==> src/sv/pfr_pkg.sv <==
// shared types, constants and helpers of the panel frame receiver
package pfr_pkg;

   // frame and echo test lengths in bytes
   localparam int FRAME_LEN   = 10;
   localparam int ECHO_LEN    = 6;

   // byte store geometry
   localparam int STORE_DEPTH = 16;
   localparam int CNT_W       = 4;

   // line status bits that flag a receive error (parity, framing, overrun)
   localparam logic [7:0] ERR_BITS = 8'h70;

   // command codes carried in tuser of the request channel
   typedef enum logic {
      OP_RX_CHAR  = 1'b0,
      OP_ARM_ECHO = 1'b1
   } opcode_type;

   // inter-character timer actions
   localparam logic [1:0] TIMER_NONE    = 2'd0;
   localparam logic [1:0] TIMER_RESTART = 2'd1;
   localparam logic [1:0] TIMER_STOP    = 2'd2;

   // request payload, last field in the low bits
   typedef struct packed {
      logic [47:0] echo_pattern;
      logic [7:0]  rx_status;
      logic [7:0]  rx_byte;
   } req_type;

   // response payload, last field in the low bits, padded to whole bytes
   typedef struct packed {
      logic [1:0]  pad;
      logic [15:0] switch_word_two;
      logic [15:0] switch_word_one;
      logic [27:0] switch_pressed;
      logic [27:0] switch_image;
      logic [15:0] unit_status;
      logic [1:0]  timer_action;
      logic        echo_match;
      logic        echo_done;
      logic        frame_done;
      logic        line_error;
   } rsp_type;

   // bit reversal of one byte
   function automatic logic [7:0] rev8(input logic [7:0] v);
      logic [7:0] r;
      for (int i = 0; i < 8; i++) begin
         r[7 - i] = v[i];
      end
      return r;
   endfunction

endpackage

==> src/sv/panel_frame_receiver_core.sv <==
// panel frame receiver: uart characters in, frame and echo test results out
//
// Usage: each request beat carries one received character with its line
// status (tuser = 0) or an arm command for the echo test (tuser = 1) with
// six expected bytes. Every request beat yields exactly one response beat.
// A character with a parity, framing or overrun bit reports line_error and
// clears the byte count. Good characters are stored; in normal mode the
// tenth byte completes a panel frame and the response carries the unit
// status, switch image, newly pressed switches and partly bit-reversed switch
// words. In echo test mode the sixth byte ends the test with a match flag.
// The response follows its request in the next cycle. Throughput is
// one beat per cycle, set by the single response register: a new request
// is taken whenever that register is empty or is drained in the same cycle.
// When the response side stalls, the held beat stays stable and req_tready
// drops until it is taken. Reset clears the byte count, the echo test
// state, the armed pattern, the previous switch image and the response
// valid; the stored frame bytes are not cleared.
module panel_frame_receiver_core
   import pfr_pkg::*;
(
   input  logic         clock,
   input  logic         reset,
   // request channel
   input  logic         req_tvalid,
   output logic         req_tready,
   input  logic [63:0]  req_tdata,   // rx_byte, rx_status, echo_pattern
   input  logic         req_tuser,   // opcode
   // response channel
   output logic         rsp_tvalid,
   input  logic         rsp_tready,
   output logic [111:0] rsp_tdata    // line_error, frame_done, echo_done, echo_match,
                                     // timer_action, unit_status, switch_image,
                                     // switch_pressed, switch_word_one,
                                     // switch_word_two, zero pad
);

   // state registers
   logic [7:0]       frame_ff [STORE_DEPTH];
   logic [CNT_W-1:0] count_ff,   count_in;
   logic             echo_ff,    echo_in;
   logic [47:0]      armed_ff,   armed_in;
   logic [27:0]      last_sw_ff, last_sw_in;
   logic             rsp_valid_ff, rsp_valid_in;
   rsp_type          rsp_ff,     rsp_in;

   req_type          req;
   logic             accept;
   logic             store_byte;
   logic [CNT_W:0]   count_plus;
   logic [7:0]       view [STORE_DEPTH];
   logic [63:0]      want;
   logic             match;
   logic [27:0]      img;

   assign req        = req_type'(req_tdata);
   assign req_tready = !rsp_valid_ff || rsp_tready;
   assign accept     = req_tvalid && req_tready;
   assign rsp_tvalid = rsp_valid_ff;
   assign rsp_tdata  = rsp_ff;

   // byte store as seen after this beat's write
   always_comb begin
      for (int i = 0; i < STORE_DEPTH; i++) begin
         view[i] = (count_ff == CNT_W'(i)) ? req.rx_byte : frame_ff[i];
      end
   end

   // echo comparison, pattern bytes past the sixth read as zero
   always_comb begin
      want  = {16'h0000, armed_ff};
      match = 1'b1;
      for (int i = 0; i < ECHO_LEN; i++) begin
         if (want[8*i +: 8] != view[i]) begin
            match = 1'b0;
         end
      end
   end

   assign img = {frame_ff[2], frame_ff[3][3:0], frame_ff[0], frame_ff[1]};
   assign count_plus = {1'b0, count_ff} + (CNT_W+1)'(1);

   // per-beat decision
   always_comb begin
      count_in     = count_ff;
      echo_in      = echo_ff;
      armed_in     = armed_ff;
      last_sw_in   = last_sw_ff;
      rsp_in       = '0;
      store_byte   = 1'b0;
      rsp_valid_in = rsp_valid_ff;
      if (rsp_valid_ff && rsp_tready) begin
         rsp_valid_in = 1'b0;
      end
      if (accept) begin
         rsp_valid_in = 1'b1;
         if (opcode_type'(req_tuser) == OP_ARM_ECHO) begin
            armed_in = req.echo_pattern;
            echo_in  = 1'b1;
            count_in = '0;
         end else if ((req.rx_status & ERR_BITS) != 8'h00) begin
            rsp_in.line_error = 1'b1;
            count_in          = '0;
         end else begin
            store_byte = 1'b1;
            if (echo_ff) begin
               if (count_plus >= (CNT_W+1)'(ECHO_LEN)) begin
                  rsp_in.echo_done    = 1'b1;
                  rsp_in.echo_match   = match;
                  rsp_in.timer_action = TIMER_STOP;
                  echo_in             = 1'b0;
                  count_in            = '0;
               end else begin
                  rsp_in.timer_action = TIMER_RESTART;
                  count_in            = count_plus[CNT_W-1:0];
               end
            end else if (count_plus >= (CNT_W+1)'(FRAME_LEN)) begin
               // frame complete: only bytes 0 to 5 are decoded
               rsp_in.frame_done      = 1'b1;
               rsp_in.timer_action    = TIMER_STOP;
               rsp_in.unit_status     = {view[4], view[5]};
               rsp_in.switch_image    = img;
               rsp_in.switch_pressed  = img & ~last_sw_ff;
               rsp_in.switch_word_one = {rev8(view[1]), rev8(view[0])};
               rsp_in.switch_word_two = {view[3][0], view[3][1], view[3][2], view[3][3],
                                         view[2], 4'h0};
               last_sw_in             = img;
               count_in               = '0;
            end else begin
               rsp_in.timer_action = TIMER_RESTART;
               count_in            = count_plus[CNT_W-1:0];
            end
         end
      end
   end

   // control state
   always_ff @(posedge clock) begin
      if (reset) begin
         count_ff     <= '0;
         echo_ff      <= 1'b0;
         armed_ff     <= '0;
         last_sw_ff   <= '0;
         rsp_valid_ff <= 1'b0;
      end else begin
         count_ff     <= count_in;
         echo_ff      <= echo_in;
         armed_ff     <= armed_in;
         last_sw_ff   <= last_sw_in;
         rsp_valid_ff <= rsp_valid_in;
      end
   end

   // response payload and byte store
   always_ff @(posedge clock) begin
      if (accept) begin
         rsp_ff <= rsp_in;
      end
      if (store_byte) begin
         frame_ff[count_ff] <= req.rx_byte;
      end
   end

endmodule

==> config.mk <==
export PLATFORM = sky130hd
export DESIGN_NAME = panel_frame_receiver_core
export DESIGN_NICKNAME = d
export VERILOG_FILES = /design/src/sv/pfr_pkg.sv /design/src/sv/panel_frame_receiver_core.sv
export SDC_FILE = /design/constraint.sdc
export NUM_CORES = 1
export LEC_CHECK = 0
export ABC_AREA = 1
export BUFFER_PORTS_ARGS = -buffer_cell sky130_fd_sc_hd__clkbuf_2
export CORE_ASPECT_RATIO = 0.9
export CORE_UTILIZATION = 35
export DETAILED_ROUTE_END_ITERATION = 7
export REMOVE_ABC_BUFFERS = 1
export SETUP_SLACK_MARGIN = 0.02
export SYNTH_ARGS = -nofsm -noshare
export SYNTH_HDL_FRONTEND = slang
export SYNTH_SLANG_ARGS = --single-unit
==> constraint.sdc <==
create_clock -name clock -period 15.6 [get_ports clock]
set_input_delay 4.68 -clock clock [delete_from_list [all_inputs] [get_ports clock]]
set_output_delay 4.68 -clock clock [all_outputs]
set_load 0.02 [all_outputs]
==> flow_summary.yaml, run 1 <==
worst_setup_path:
  cp_max_fo: 3
  crit_path_start_kind: "input port"
  ff2ff_setup_slack_ns: 12.57
  crit_chain: "clkbuf_2 > inv_1 > nand2_1 > clkbuf_2"
  r2r-end: "rsp_tdata[80]"
  required_ns: 10.92
  worst_setup_path_end_kind: "output port"
  path_class: "in -> out"
  rr_startpoint: "count_ff[1]"
  critPathMaxStageDelay_ns: 0.18
  r2r_cells: 11
  critPathSlowestCell: "clkbuf_2"
  cp_common_cell: "clkbuf_2"
  cp.arrival_ns: 5.04
timing:
  slew_headroom: 0.360
  rsz0062_at_grt: "false"
  skew_ns: 0.00915
  fin_tns_setup_ns: 0
  fin_crit_sh: 0.623
  worst_pin_slew_ns: 0.960
  max_freq_ghz: 0.103
  finalSetupViolCount: 0
  slew_violations: 0
  fin_crit_ns: 9.72
  hold_violations: 0
cts:
  clock_latency_ns: 0.53
  clockRootBuffer: "clkbuf_16"
  cts_buffers: 27
  clock_sinks: 236
  postCtsHoldBufs: 0
  htreeDepth: 1
  tritoncts: "built"
  cts_buffer_depth: 3
  post-cts-setup-buffer-count: 0
  post_cts_resized: 0
  cts.clk_slew.worst_paths_ns: 0.06
drt:
  drt-vias-per-instance: 4.80
  wirelength_mm: 27.0
  drtPass1Iterations: 5
  drt-initial-drc-count: 579
  drc: 0
  ant_nets: 0
  wl_per_cell_um: 16.7
  via_count: 7768
synth:
  synth_ff_type: "edfxtp_1"
  synthArstFlopShare: 0
  yosysUniqueCellTypes: 30
  synth_edf_count: 154
  syn_area_mm2: 0.0102
  yosys_warnings: 0
  synth_area_leaders: "edfxtp_1 45%, dfxtp_1 16%, nand2_1 8.3%"
  synth_top_area_share: 0.452
  yosys_register_bits: 236
  avgSynthCellArea_um2: 9.51
  syn_inst: 1076
  synth_top_cell_by_area: "edfxtp_1"
  ys_seq_area_frac: 0.613
min_path:
  min_from: "armed_ff[37]"
  holdPathEnd: "armed_ff[37]"
  min_path_cells: 2
  holdCritPathClass: "reg -> reg"
pwr:
  internal_power_mw: 1.15
  power_frac_seq: 0.467
  power_mw: 1.49
  ir_drop_mv: 0.0721
  power_density_mw_per_mm2: 121
  p_leak_nw: 5.28
  netSwitchingFraction: 0.225
  power_switching_uw: 335
  p_comb_frac: 0.064
  pwr-share-clk: 0.469
placement:
  dp_hpwl_mm: 18.0
  finalWeightedCongestion: 0.845
  io_buffer_count: 171
layout:
  fillCellCount: 2777
  drive_gt1_frac: 0.223
  layout_common_cells: "225 x nand2_1, 171 x clkbuf_2, 159 x nor2_1"
  final_common_cell: "nand2_1"
  syn_to_final_growth_pct: 19.8
  nets: 1309
global_routing:
  grt_pass1_wl_mm: 41.4
  grt_use_total: 0.181
  grt_max_degree: 97
  grt_overflow: 0
  grt_antenna_before_repair: 1
  grt_pass1_vias: 7453
floorplanning:
  die_area_mm2: 0.0299
  rows: 58
  dieWidth_um: 182
  initial_utilization: 0.361
  core_area_mm2: 0.0283
  die_h_um: 164
  ios: 183
run_status:
  run_status: "completed"
job:
  drv_cap: 0
[routing by layer]
metal  part of all wire  wire length (µm)  global-route usage  up-vias
met5                  0                 0                   0        -
met4              0.020               554              0.0382        0
met3              0.064              1730              0.0326       40
met2               0.46             12400               0.297      233
met1               0.46             12400               0.248     3613
li1                   -                 -                   -     3882
[power groups by stage]
stage / registers, mW / logic [mW] / clock network, mW
2_1_floorplan: 0.725 / 0.0377 / 0
3_3_place_gp: 0.708 / 0.0942 / 0
3_5_place_dp: 0.708 / 0.0954 / 0
4_1_cts: 0.695 / 0.0957 / 0.709
5_1_grt: 0.697 / 0.105 / 0.735
6_report: 0.695 / 0.0947 / 0.697
[metrics by stage]
step                      cell area [µm²]  cells  hold slack, ns  worst slack (ns)  utilization
final                               12300   1618           0.471              5.88        0.433
after global routing                12300   1617           0.484              5.82        0.433
after CTS                           12300   1617           0.471              5.88        0.433
after detailed placement            11300   1567           0.462              5.88        0.398
after global placement              11300   1567           0.455              5.88        0.398
after floorplan                      9900   1028           0.445              5.57            -
[cells by family (layout without fill, tap and decap cells)]
kind of cell               count (synthesis)  after routing  synth area share
buffers and inverters                    164            340            0.0746
other                                      1              7          0.000367
AOI/OAI and AO/OA                        154            154            0.0802
DFF                                      236            236             0.613
adders and majority gates                  4              4           0.00489
and+or+nand+nor                          517            517             0.227
[cell type report]
class,instances,area (µm²),share of cell area
timing repair buffer,179,916,0.0747
clock inverter,18,272,0.0222
clock buffer,32,704,0.0575
multi-input combinational,681,3220,0.263
tap,360,450,0.0368
inverter,111,424,0.0346
sequential,236,6270,0.511
antenna,1,2.50,0.000204
[critical path, delay by kind of cell]
| kind | cells | cell delay, ns |
|---|---|---|
| buffers and inverters | 3 | 0.28 |
| and+or+nand+nor | 1 | 0.08 |
[Yosys cell counts, drive strengths merged (4+ instances only)]
| cell | n |
|---|---|
| clkbuf | 15 |
| inv | 111 |
| nand4 | 17 |
| o21ai | 84 |
| nor3 | 28 |
| dfxtp | 82 |
| ha | 4 |
| a21oi | 65 |
| edfxtp | 154 |
| buf | 38 |
| nand3 | 76 |
| nor2 | 163 |
| o211ai | 5 |
| nand2 | 230 |
[sequential cells by signal (all words and copies together), names as in the netlist]
signal and flops:
armed_ff 48, last_sw_ff 28, count_ff 4, rsp_tvalid 1, rsp_tdata 106, echo_ff 1
frame_ff 48
[how the worst max path moves through the flow]
stage               startpoint     endpoint  slack [ns]
finish              rsp_tready   req_tready        5.88
floorplan           rsp_tready  armed_ff[0]        5.57
CTS                 rsp_tready   req_tready        5.88
global route        rsp_tready   req_tready        5.82
detailed placement  rsp_tready   req_tready        5.88
global placement    rsp_tready   req_tready        5.88
Power figures use the tool's default switching activity.
==> inputs of run 2 (changes only) <==
- clock period: 15.6 -> 9.4 ns (I/O delays scaled with it)
==> run 2 against run 1 <==
  * Critical path depth unchanged
  * Count of clock-buffer cells in the layout up 1
  * Die area did not move
  * Global-route usage is 0.12 points lower
  * Total power grew 62%
  * Clock skew grew 0.0045 ns
  * Sequential share of layout area rose by 0.21 points
  * Register-to-register slack worse by 6.2 ns
  * Sequential power grew 65%
  * Critical endpoint unchanged
==> flow_summary.yaml, run 2 (synthesis gave the netlist of run 1 again) <==
run_status:
  run_status: "completed"
min_path:
  holdCritPathClass: "reg -> reg"
  min_from: "armed_ff[5]"
  min_path_cells: 2
  holdPathEnd: "armed_ff[5]"
timing:
  slew_headroom: 0.373
  skew_ns: 0.0136
  hold_violations: 0
  slew_violations: 0
  fin_tns_setup_ns: 0
  worst_pin_slew_ns: 0.941
  rsz0062_at_grt: "false"
  holdWs_ns: 0.466
  fin_crit_sh: 0.639
  finalWorstSetupSlack_ns: 3.39
  fin_crit_ns: 6.01
  finalSetupViolCount: 0
  max_freq_ghz: 0.167
cts:
  tritoncts: "built"
  clock_sinks: 236
  clockRootBuffer: "clkbuf_16"
  post-cts-setup-buffer-count: 0
  cts.clk_slew.worst_paths_ns: 0.06
  postCtsHoldBufs: 0
  post_cts_resized: 0
  cts_buffer_depth: 3
  cts_buffers: 27
  clock_latency_ns: 0.53
  htreeDepth: 1
global_routing:
  grt_pass1_vias: 7283
  grt_use_total: 0.179
  grt_pass1_wl_mm: 41.2
  grt_overflow: 0
  grt_antenna_before_repair: 1
  grt_max_degree: 97
pwr:
  p_comb_frac: 0.065
  ir_drop_mv: 0.119
  power_switching_uw: 557
  pwr-share-clk: 0.457
  power_density_mw_per_mm2: 197
  power_frac_seq: 0.478
  netSwitchingFraction: 0.231
  p_leak_nw: 5.25
  power_mw: 2.41
  internal_power_mw: 1.85
worst_setup_path:
  critPathMaxStageDelay_ns: 0.18
  worst_setup_path_end_kind: "output port"
  ff2ff_setup_slack_ns: 6.37
  cp_max_fo: 3
  crit_buf_inv: 3
  crit_family: "buffers and inverters"
  r2r-end: "rsp_tdata[11]"
  critPathSlowestCell: "clkbuf_2"
  path_class: "in -> out"
  rr_startpoint: "count_ff[1]"
  required_ns: 6.58
  cp_common_cell: "clkbuf_2"
  r2r_cells: 11
  crit_chain: "clkbuf_2 > inv_1 > nand2_1 > clkbuf_2"
  crit_path_start_kind: "input port"
  cp.arrival_ns: 3.19
drt:
  drtPass1Iterations: 5
  via_count: 7785
  drc: 0
  wl_per_cell_um: 16.5
  drt-vias-per-instance: 4.82
  ant_nets: 0
  wirelength_mm: 26.7
  drt-initial-drc-count: 543
layout:
  syn_to_final_growth_pct: 19.3
  layout_common_cells: "225 x nand2_1, 171 x clkbuf_2, 159 x nor2_1"
  drive_gt1_frac: 0.223
  largest_reg_flops: 106
  seq_area_mm2: 0.00627
  fin_area_mm2: 0.0122
  fillCellCount: 2798
  multi_input_area_mm2: 0.00322
  final_cells: 1616
  fin_util: 0.431
  final_common_cell: "nand2_1"
  nets: 1308
floorplanning:
  die_area_mm2: 0.0299
  ios: 183
  initial_utilization: 0.361
  die_h_um: 164
  dieWidth_um: 182
  core_area_mm2: 0.0283
  rows: 58
placement:
  placed_area_mm2: 0.0113
  finalWeightedCongestion: 0.838
  dp_hpwl_mm: 17.7
  place_ws_ns: 3.39
  placed_cells: 1566
  io_buffer_count: 171
job:
  drv_cap: 0
==> run 2: how the worst max path moves through the flow <==
stage	startpoint	end	slack, ns	cells past startpoint
after CTS	rsp_tready	req_tready	3.39	4
after global placement	rsp_tready	req_tready	3.40	4
after global routing	rsp_tready	req_tready	3.36	4
after floorplan	rsp_tready	armed_ff[0]	1.23	7
final	rsp_tready	req_tready	3.39	4
after detailed placement	rsp_tready	req_tready	3.39	4
==> run 2: worst register-to-register path, stage by stage, from the launching register on <==
cell     delay [ns]
dfxtp_1        0.43
ha_1           0.45
nand2_1        0.12
nand2_1        0.12
nand2_1        0.07
nand2_2        0.08
nand2_2        0.06
nand2_2        0.09
nor2_4         0.04
inv_4          0.29
buf_4          0.77
nor2_1         0.22
==> run 2: area by class of cell <==
class / instances / share of cell area
Tap cell: 360 / 0.0369
Clock inverter: 16 / 0.0160
Inverter: 111 / 0.0348
Sequential cell: 236 / 0.513
Antenna cell: 1 / 0.000205
Multi-Input combinational cell: 681 / 0.264
Timing Repair Buffer: 178 / 0.0744
Clock buffer: 33 / 0.0605
==> run 2: per-layer routing <==
metal  GRT usage  wire length, µm  vias to the layer above
met2       0.287            11800                      233
li1            -                -                     3885
met4      0.0386              485                        0
met5           0                0                        -
met3      0.0350             1790                       38
met1       0.252            12600                     3629
==> run 2: power groups by stage <==
stage          sequential, mW  clock, mW  combinational [mW]
2_1_floorplan            1.20          0              0.0626
3_3_place_gp             1.17          0               0.156
3_5_place_dp             1.17          0               0.158
4_1_cts                  1.15       1.12               0.159
5_1_grt                  1.16       1.16               0.174
6_report                 1.15       1.10               0.157
==> inputs of run 3 (changes only) <==
- clock period: 9.4 -> 6.2 ns (I/O delays scaled with it)
==> run 3 against run 2 <==
  * Worst hold slack improved by 0.0024 ns
  * Sequential share of layout area barely moved
  * Routed wire length rose by 1.2%
  * Combinational power rose by 55%
  * Core utilization barely moved
  * Die area did not move
  * Global-route usage fell by 0.076 points
  * Non-clock buffer count rose by 1
  * Cell area barely moved
  * Setup slack got worse by 1.3 ns
  * Critical endpoint unchanged
  * Largest power group unchanged
==> flow_summary.yaml, run 3 (synthesis gave the netlist of run 1 again) <==
worst_setup_path:
  required_ns: 4.34
  rr_startpoint: "count_ff[1]"
  ff2ff_setup_slack_ns: 3.22
  r2r-end: "rsp_tdata[28]"
  crit_path_start_kind: "input port"
  critPathMaxStageDelay_ns: 0.18
  cp_common_cell: "clkbuf_2"
  r2r_cells: 11
  cp_max_fo: 3
  path_class: "in -> out"
  worst_setup_path_end_kind: "output port"
  crit_chain: "clkbuf_2 > inv_1 > nand2_1 > clkbuf_2"
  critPathSlowestCell: "clkbuf_2"
  cp.arrival_ns: 2.24
pwr:
  internal_power_mw: 2.81
  power_mw: 3.64
  pwr-share-clk: 0.453
  p_leak_nw: 5.27
  ir_drop_mv: 0.224
  power_frac_seq: 0.480
  netSwitchingFraction: 0.228
  p_comb_frac: 0.067
  power_switching_uw: 831
  power_density_mw_per_mm2: 298
floorplanning:
  core_area_mm2: 0.0283
  ios: 183
  initial_utilization: 0.361
  die_area_mm2: 0.0299
  die_h_um: 164
  rows: 58
  dieWidth_um: 182
drt:
  drt-initial-drc-count: 541
  ant_nets: 0
  drt-vias-per-instance: 4.83
  drtPass1Iterations: 5
  via_count: 7816
  wirelength_mm: 27.0
  drc: 0
  wl_per_cell_um: 16.7
cts:
  post_cts_resized: 0
  cts.clk_slew.worst_paths_ns: 0.06
  postCtsHoldBufs: 0
  cts_buffer_depth: 3
  tritoncts: "built"
  post-cts-setup-buffer-count: 0
  clock_sinks: 236
  htreeDepth: 1
  clock_latency_ns: 0.54
  cts_buffers: 27
  clockRootBuffer: "clkbuf_16"
layout:
  final_common_cell: "nand2_1"
  largest_reg_flops: 106
  antenna_cells: 0
  nets: 1309
  fin_util: 0.431
  fillCellCount: 2803
  layout_common_cells: "225 x nand2_1, 171 x clkbuf_2, 159 x nor2_1"
  syn_to_final_growth_pct: 19.4
  drive_gt1_frac: 0.223
min_path:
  holdCritPathClass: "reg -> reg"
  min_path_cells: 2
  holdPathEnd: "armed_ff[8]"
  min_from: "armed_ff[8]"
placement:
  finalWeightedCongestion: 0.830
  io_buffer_count: 171
  dp_hpwl_mm: 18.0
timing:
  rsz0062_at_grt: "false"
  fin_crit_ns: 4.10
  fin_tns_setup_ns: 0
  max_freq_ghz: 0.244
  fin_crit_sh: 0.661
  skew_ns: 0.0132
  slew_headroom: 0.341
  slew_violations: 0
  worst_pin_slew_ns: 0.988
  hold_violations: 0
  finalSetupViolCount: 0
job:
  drv_cap: 0
global_routing:
  grt_max_degree: 77
  grt_use_total: 0.179
  grt_overflow: 0
  grt_pass1_wl_mm: 40.9
  grt_pass1_vias: 7242
  grt_antenna_before_repair: 0
run_status:
  run_status: "completed"
## run 3: changes by cell type in the layout (fill, tap and decap cells not counted), sizes merged
cell and change:
buf +1, clkinv +2, inv -1, clkbuf +4, clkinvlp -4, diode -1
## run 3: worst max path at each step
| stage | endpoint | start | slack (ns) |
|---|---|---|---|
| after floorplan | armed_ff[0] | rsp_tready | -1.01 |
| after global placement | armed_ff[41] | rsp_tready | 1.97 |
| after detailed placement | armed_ff[21] | rsp_tready | 1.86 |
| after CTS | req_tready | rsp_tready | 2.10 |
| after global routing | req_tready | rsp_tready | 2.04 |
| final | req_tready | rsp_tready | 2.10 |
## run 3: area by class of cell
class | count | area [µm²] | share of cell area
clock buffers | 37 | 753 | 0.0617
clock inverters | 13 | 169 | 0.0138
inverters | 111 | 424 | 0.0347
multi-input cells | 681 | 3220 | 0.264
flip-flops and latches | 236 | 6270 | 0.513
well taps | 360 | 450 | 0.0369
repair buffers | 179 | 928 | 0.0760
## run 3: critical path, delay by kind of cell
family / cells / cell delay [ns]
buf+inv: 3 / 0.30
simple gates: 1 / 0.08
## run 3: routing by layer
layer	wire [µm]	GRT usage	share of wire	vias to the layer above
met1	12600	0.246	0.46	3638
met4	527	0.0416	0.020	0
li1	-	-	-	3883
met3	1690	0.0350	0.062	36
met2	12300	0.290	0.45	259
met5	0	0	0	-
## run 3: power by group through the flow
stage	Sequential, mW	Combinational, mW	Clock, mW
after floorplan	1.82	0.0949	0
after global placement	1.78	0.242	0
after detailed placement	1.78	0.245	0
after CTS	1.75	0.246	1.68
after global routing	1.75	0.268	1.74
final	1.75	0.243	1.65
## run 3: through the flow
step | hold slack, ns | worst slack (ns) | instance area [µm²] | cells
2_1_floorplan | 0.445 | -1.01 | 9900 | 1028
3_3_place_gp | 0.454 | 1.97 | 11300 | 1567
3_5_place_dp | 0.461 | 1.86 | 11300 | 1567
4_1_cts | 0.470 | 2.10 | 12200 | 1617
5_1_grt | 0.487 | 2.04 | 12200 | 1617
6_report | 0.468 | 2.10 | 12200 | 1617
